--- src/hw/rtl/piecewise_linear_interpolator_top_macros.svh ---
// Assertion macros used by the interpolator back end.
`ifndef PIECEWISE_LINEAR_INTERPOLATOR_TOP_MACROS_SVH
`define PIECEWISE_LINEAR_INTERPOLATOR_TOP_MACROS_SVH
// Implication checked on every rising clock edge outside reset.
`define PLI_ASSERT_IMP(label, clk, rst_n, lhs, rhs, msg) \
    label: assert property (@(posedge clk) disable iff (!rst_n) (lhs) |-> (rhs)) \
        else $error(msg);
// Next-cycle implication.
`define PLI_ASSERT_NXT(label, clk, rst_n, lhs, rhs, msg) \
    label: assert property (@(posedge clk) disable iff (!rst_n) (lhs) |=> (rhs)) \
        else $error(msg);
`endif

--- src/hw/rtl/pli_pkg.sv ---
// Shared types and constants of the interpolator.
package pli_pkg;
    localparam int unsigned TABLE_DEPTH = 32;
    localparam int unsigned DATA_W = 32;
    localparam int unsigned IDX_W  = 5;
    localparam int unsigned CNT_W  = 6;
    localparam int unsigned REG_W  = 2;

    localparam logic CMD_WRITE = 1'b0;
    localparam logic CMD_QUERY = 1'b1;

    typedef enum logic [1:0] {
        REGION_INSIDE = 2'd0,
        REGION_LOW    = 2'd1,
        REGION_HIGH   = 2'd2
    } region_t;

    typedef struct packed {
        logic              command;
        logic [IDX_W-1:0]  entry_index;
        logic [DATA_W-1:0] x_value;
        logic [DATA_W-1:0] y_value;
    } in_beat_t;

    typedef struct packed {
        logic [DATA_W-1:0] y_result;
        logic [IDX_W-1:0]  segment_index;
        logic [REG_W-1:0]  region;
    } out_beat_t;
endpackage

--- src/hw/rtl/pli_in_if.sv ---
// Valid/ready channel interfaces for items, results and configuration.
interface pli_in_if;
    import pli_pkg::*;
    logic              valid;
    logic              ready;
    logic              command;
    logic [IDX_W-1:0]  entry_index;
    logic [DATA_W-1:0] x_value;
    logic [DATA_W-1:0] y_value;
    modport source (output valid, command, entry_index, x_value, y_value, input ready);
    modport sink   (input valid, command, entry_index, x_value, y_value, output ready);
endinterface


--- src/hw/rtl/pli_front.sv ---
// Front end: accepts beats and queues them for the back end.
module pli_front
    import pli_pkg::*;
#(
    parameter int unsigned QDEPTH = 2
) (
    input  logic     clk,
    input  logic     rst_n,
    pli_in_if.sink   in_ch,
    output in_beat_t q_data,
    output logic     q_valid,
    input  logic     q_pop
);
    localparam int unsigned PW = (QDEPTH > 1) ? $clog2(QDEPTH) : 1;

    in_beat_t          fifo_reg [QDEPTH];
    logic [PW-1:0]     wptr_reg, rptr_reg;
    logic [PW:0]       cnt_reg;
    logic              push;

    assign in_ch.ready = (cnt_reg != (PW+1)'(QDEPTH));
    assign push        = in_ch.valid && in_ch.ready;
    assign q_valid     = (cnt_reg != '0);
    assign q_data      = fifo_reg[rptr_reg];

    always_ff @(posedge clk)
    begin
        if (push)
        begin
            fifo_reg[wptr_reg] <= '{in_ch.command, in_ch.entry_index,
                                    in_ch.x_value, in_ch.y_value};
        end
    end

    always_ff @(posedge clk or negedge rst_n)
    begin
        if (!rst_n)
        begin
            wptr_reg <= '0;
            rptr_reg <= '0;
            cnt_reg  <= '0;
        end
        else
        begin
            if (push)
            begin
                wptr_reg <= (wptr_reg == PW'(QDEPTH-1)) ? '0 : wptr_reg + 1'b1;
            end
            if (q_pop && q_valid)
            begin
                rptr_reg <= (rptr_reg == PW'(QDEPTH-1)) ? '0 : rptr_reg + 1'b1;
            end
            cnt_reg <= cnt_reg + (PW+1)'(push) - (PW+1)'(q_pop && q_valid);
        end
    end
endmodule

--- src/flat_wrapper.sv ---
// flat-port wrapper written by rule: the top's interface ports become plain ports
module pli_front_flat import pli_pkg::*;
#(
    parameter int unsigned QDEPTH = 2
)
  (clk, rst_n, q_data, q_valid, q_pop, in_ch_valid, in_ch_command, in_ch_entry_index, in_ch_x_value, in_ch_y_value, in_ch_ready);
  pli_in_if in_ch_i ();
  input  logic clk;
  input  logic rst_n;
  output in_beat_t q_data;
  output logic q_valid;
  input  logic q_pop;
  input wire logic [$bits(in_ch_i.valid)-1:0] in_ch_valid;
  input wire logic [$bits(in_ch_i.command)-1:0] in_ch_command;
  input wire logic [$bits(in_ch_i.entry_index)-1:0] in_ch_entry_index;
  input wire logic [$bits(in_ch_i.x_value)-1:0] in_ch_x_value;
  input wire logic [$bits(in_ch_i.y_value)-1:0] in_ch_y_value;
  output wire logic [$bits(in_ch_i.ready)-1:0] in_ch_ready;
  assign in_ch_i.valid = in_ch_valid;
  assign in_ch_i.command = in_ch_command;
  assign in_ch_i.entry_index = in_ch_entry_index;
  assign in_ch_i.x_value = in_ch_x_value;
  assign in_ch_i.y_value = in_ch_y_value;
  assign in_ch_ready = in_ch_i.ready;
  pli_front #(.QDEPTH(QDEPTH)) u_core (.clk(clk), .rst_n(rst_n), .in_ch(in_ch_i), .q_data(q_data), .q_valid(q_valid), .q_pop(q_pop));
endmodule
--- config.mk ---
export PLATFORM = sky130hd
export DESIGN_NAME = pli_front_flat
export DESIGN_NICKNAME = d
export VERILOG_FILES = /design/src/hw/rtl/piecewise_linear_interpolator_top_macros.svh /design/src/hw/rtl/pli_pkg.sv /design/src/hw/rtl/pli_in_if.sv /design/src/hw/rtl/pli_front.sv /design/src/flat_wrapper.sv
export SDC_FILE = /design/constraint.sdc
export NUM_CORES = 1
export LEC_CHECK = 0
export BUFFER_PORTS_ARGS = -buffer_cell sky130_fd_sc_hd__buf_2
export CAP_MARGIN = 20
export CELL_PAD_IN_SITES_DETAIL_PLACEMENT = 0
export CELL_PAD_IN_SITES_GLOBAL_PLACEMENT = 1
export CORE_MARGIN = 4
export CORE_UTILIZATION = 31
export CTS_CLUSTER_SIZE = 8
export DETAILED_ROUTE_END_ITERATION = 8
export GPL_TIMING_DRIVEN = 0
export PLACE_DENSITY_LB_ADDON = 0.3
export SYNTH_ARGS = -nofsm -noshare
export SYNTH_HDL_FRONTEND = slang
export SYNTH_SLANG_ARGS = --single-unit
--- constraint.sdc ---
create_clock -name clk -period 3.7 [get_ports clk]
set_input_delay 0.37 -clock clk [delete_from_list [all_inputs] [get_ports clk]]
set_output_delay 0.37 -clock clk [all_outputs]
set_load 0.01 [all_outputs]
==> flow_summary_export.csv <==
group,metric,value,unit
outcome,status,"finished clean",
place,dpl-instance-area,0.00674,mm^2
cells_and_area,fin_nets,482,
setup_path,arrival,1600,ps
floorplanning,num_rows,48,
yosys,synth_cell_type_count,16,
flow_run,max-cap-violations,0,
setup_path,start_kind,"flip-flop",
place,globalplace.congestion,0.667,
power_and_ir_drop,power,6.22,mW
floorplanning,num_io_pins,146,
power_and_ir_drop,p_clk_frac,0.295,
global_routing,grt-ovfl-total,0,
power_and_ir_drop,powerDensity,842,mW/mm^2
detailed_routing,drtAntennaViolNets,0,
place,io_buffers,145,
setup_path,end_kind,"output port",
cells_and_area,instances_no_fill,644,
global_routing,grtUsageTotal,0.106,
yosys,synthesis.nets,313,
clocking,cts_tree,"built",
sta,rsz0062_at_grt,"no",
power_and_ir_drop,max-vdd-ir-drop,0.351,mV
yosys,synth-seq-cells,144,
detailed_routing,viasPerCell,4.23,
yosys,ys_seq_area_frac,0.767,
detailed_routing,drt_pass1_iterations,4,
setup_path,r2r-start,"u_core.cnt_reg[1]$_DFF_PN0_",
yosys,synth_top_area_share,0.749,
cells_and_area,final_area,0.00739,mm^2
setup_path,crit_type,"reg2out",
detailed_routing,wire_per_inst,16.0,um
yosys,async_reset_ff_frac,0.0278,
power_and_ir_drop,netSwitchingPower,1.69,mW
clocking,clockBufferDepth,2,
sta,setup_viol,0,
yosys,synth_top_cell_by_area,"edfxtp_1",
global_routing,grt_max_degree,54,
setup_path,ff2ff_path_depth,5,
place,place_hpwl,7220,um
yosys,yosys-top-cells-area,"edfxtp_1 75%, mux2_4 18%, buf_12 2.5%",
setup_path,cp.required,3330,ps
sta,layout_min_cycle_time,1970,ps
setup_path,worstPathMaxFanout,10,
clocking,h-tree-depth,4,
clocking,cts.repair.resized,0,
power_and_ir_drop,sw_frac_of_total,0.272,
sta,relSlewSlack,0.543,
hold_path,hold_depth,1,
cells_and_area,drive_above_1_share,0.621,
global_routing,grt_first_pass_wirelength,16100,um
clocking,cts_sinks,144,
clocking,clkLatencyLatePin,400,ps
floorplanning,die_area,0.0203,mm^2
sta,setup-tns-final,0,ps
detailed_routing,first_iter_violations,76,
setup_path,timing.reg2reg.setup_slack,1750,ps
power_and_ir_drop,p_seq_frac,0.373,
cells_and_area,synthToLayoutAreaGrowth,31.8,%
yosys,syn_area_per_cell,23.7,um^2
cells_and_area,largest_register_ffs,140,
global_routing,grt_pass1_vias,3096,
yosys,ys.flop_type,"edfxtp_1",
hold_path,hold_start,"in_ch_x_value[26]",
hold_path,holdPathEnd,"u_core.fifo_reg[0][58]$_DFFE_PP_",
global_routing,antenna_found_initial,2,
yosys,yosys_warnings,0,
power_and_ir_drop,comb_power_share,0.332,
detailed_routing,routed-via-count,2724,
floorplanning,die_y,143,um
power_and_ir_drop,power.leakage,2.98,nW
cells_and_area,num_antenna_cells,0,
power_and_ir_drop,p_int,4.53,mW
floorplanning,die_w,143,um
floorplanning,core,0.0175,mm^2
sta,fin_skew,7.39,ps
clocking,numCtsBuffers,17,
setup_path,worst_r2r_endpoint,"u_core.fifo_reg[0][66]$_DFFE_PP_",
detailed_routing,drc,0,
floorplanning,initial_core_util,0.320,
yosys,syn_area,0.00561,mm^2
clocking,clkSlewWorstSetupHoldPaths,60,ps
detailed_routing,wl,10300,um
yosys,synth_edf_count,140,
cells_and_area,fillCellCount,1584,
place,dp.cells,611,
clocking,root_buffer,"clkbuf_16",
sta,worstMarginPinSlew,684,ps
sta,fin_crit_sh,0.533,
yosys,synthesis.instances,237,
sta,finalMaxSlewViolations,0,
hold_path,hp-class,"in2reg",
sta,final_hold_viol_count,0,
sta,clock.fmax,507,MHz
==> area by class of cell <==
type / instances / area [um^2] / share of cell area
Timing Repair Buffer: 150 / 846 / 0.114
Tap cell: 225 / 282 / 0.0381
Sequential cell: 144 / 4300 / 0.582
Clock buffer: 18 / 429 / 0.0581
Inverter: 3 / 11.3 / 0.00152
Multi-Input combinational cell: 82 / 1150 / 0.156
Buffer: 8 / 151 / 0.0205
Clock inverter: 14 / 214 / 0.0289
==> metal layers <==
metal  vias to the layer above  global-route usage  part of all wire
met5                         -                   0            0.0020
met4                         4              0.0420             0.015
met3                        15              0.0370             0.069
met2                        94               0.184              0.51
met1                      1337               0.119              0.40
li1                       1274                   -                 -
==> critical path, cell delays in order (launching register included) <==
cell and delay (ps):
dfrtp_1 340, buf_6 220, buf_12 180, mux2_4 310, buf_2 140
==> cells in the mapped netlist (2+ instances only) <==
cell	count
buf_12	7
dfrtp_1	4
edfxtp_1	140
ha_1	2
inv_1	3
mux2_4	69
xnor2_1	3
==> power groups by stage <==
stage          logic [mW]  clock network (mW)  registers (mW)
2_1_floorplan        1.40                   0            2.35
3_3_place_gp         2.01                   0            2.39
3_5_place_dp         2.12                   0            2.36
4_1_cts              2.13                1.89            2.33
5_1_grt              2.22                1.97            2.36
6_report             2.07                1.83            2.32
==> worst max-delay path by stage <==
| stage | startpoint | end | slack [ps] | depth (start not counted) |
|---|---|---|---|---|
| finish | u_core.rptr_reg$_DFFE_PN0P_ | q_data[28] | 1730 | 4 |
| global route | u_core.cnt_reg[1]$_DFF_PN0_ | u_core.fifo_reg[0][63]$_DFFE_PP_ | 1600 | 5 |
| CTS | u_core.rptr_reg$_DFFE_PN0P_ | q_data[21] | 1670 | 4 |
| detailed placement | u_core.cnt_reg[1]$_DFF_PN0_ | u_core.fifo_reg[0][64]$_DFFE_PP_ | 1720 | 5 |
| global placement | u_core.cnt_reg[1]$_DFF_PN0_ | u_core.fifo_reg[0][31]$_DFFE_PP_ | -370 | 3 |
| floorplan | u_core.cnt_reg[1]$_DFF_PN0_ | u_core.fifo_reg[0][0]$_DFFE_PP_ | 790 | 3 |
==> placed cells by master, fill, tap and decap left out <==
cell and n:
buf_2 145, edfxtp_1 140, mux2_4 69, clkbuf_16 17, buf_12 7, bufinv_16 5, buf_16 4, dfrtp_1 4
inv_1 3, xnor2_1 3, clkinv_4 3, ha_1 2, clkinv_2 2, clkinvlp_4 2, buf_6 1, nand2b_1 1
nand2_1 1, or2_1 1, and2_4 1, nor2_4 1, and3_4 1, xor2_1 1, mux2_2 1, inv_6 1
clkinv_1 1, clkbuf_1 1, dlygate4sd3_1 1
==> through the flow <==
step | util | hold slack (ps) | setup slack [ps]
final | 0.422 | 148 | 1730
after CTS | 0.422 | 124 | 1670
after global placement | 0.377 | 178 | -373
after floorplan | - | 74.4 | 793
after global routing | 0.422 | 127 | 1600
after detailed placement | 0.384 | 181 | 1720
==> cell families after synthesis <==
group / after synthesis / share of synthesized area
mux: 70 / 0.187
flops: 144 / 0.767
xor+xnor: 4 / 0.00625
buf+inv: 11 / 0.0290
simple gates: 6 / 0.00625
fa+ha+maj: 2 / 0.00446
==> timing repair <==
| item | in CTS | in global routing |
|---|---|---|
| setup buffers | 0 | 0 |
| hold buffers | 1 | 0 |
| endpoints found under the hold margin | 4 | 0 |
Note: power is estimated with default switching activity, not from simulation.
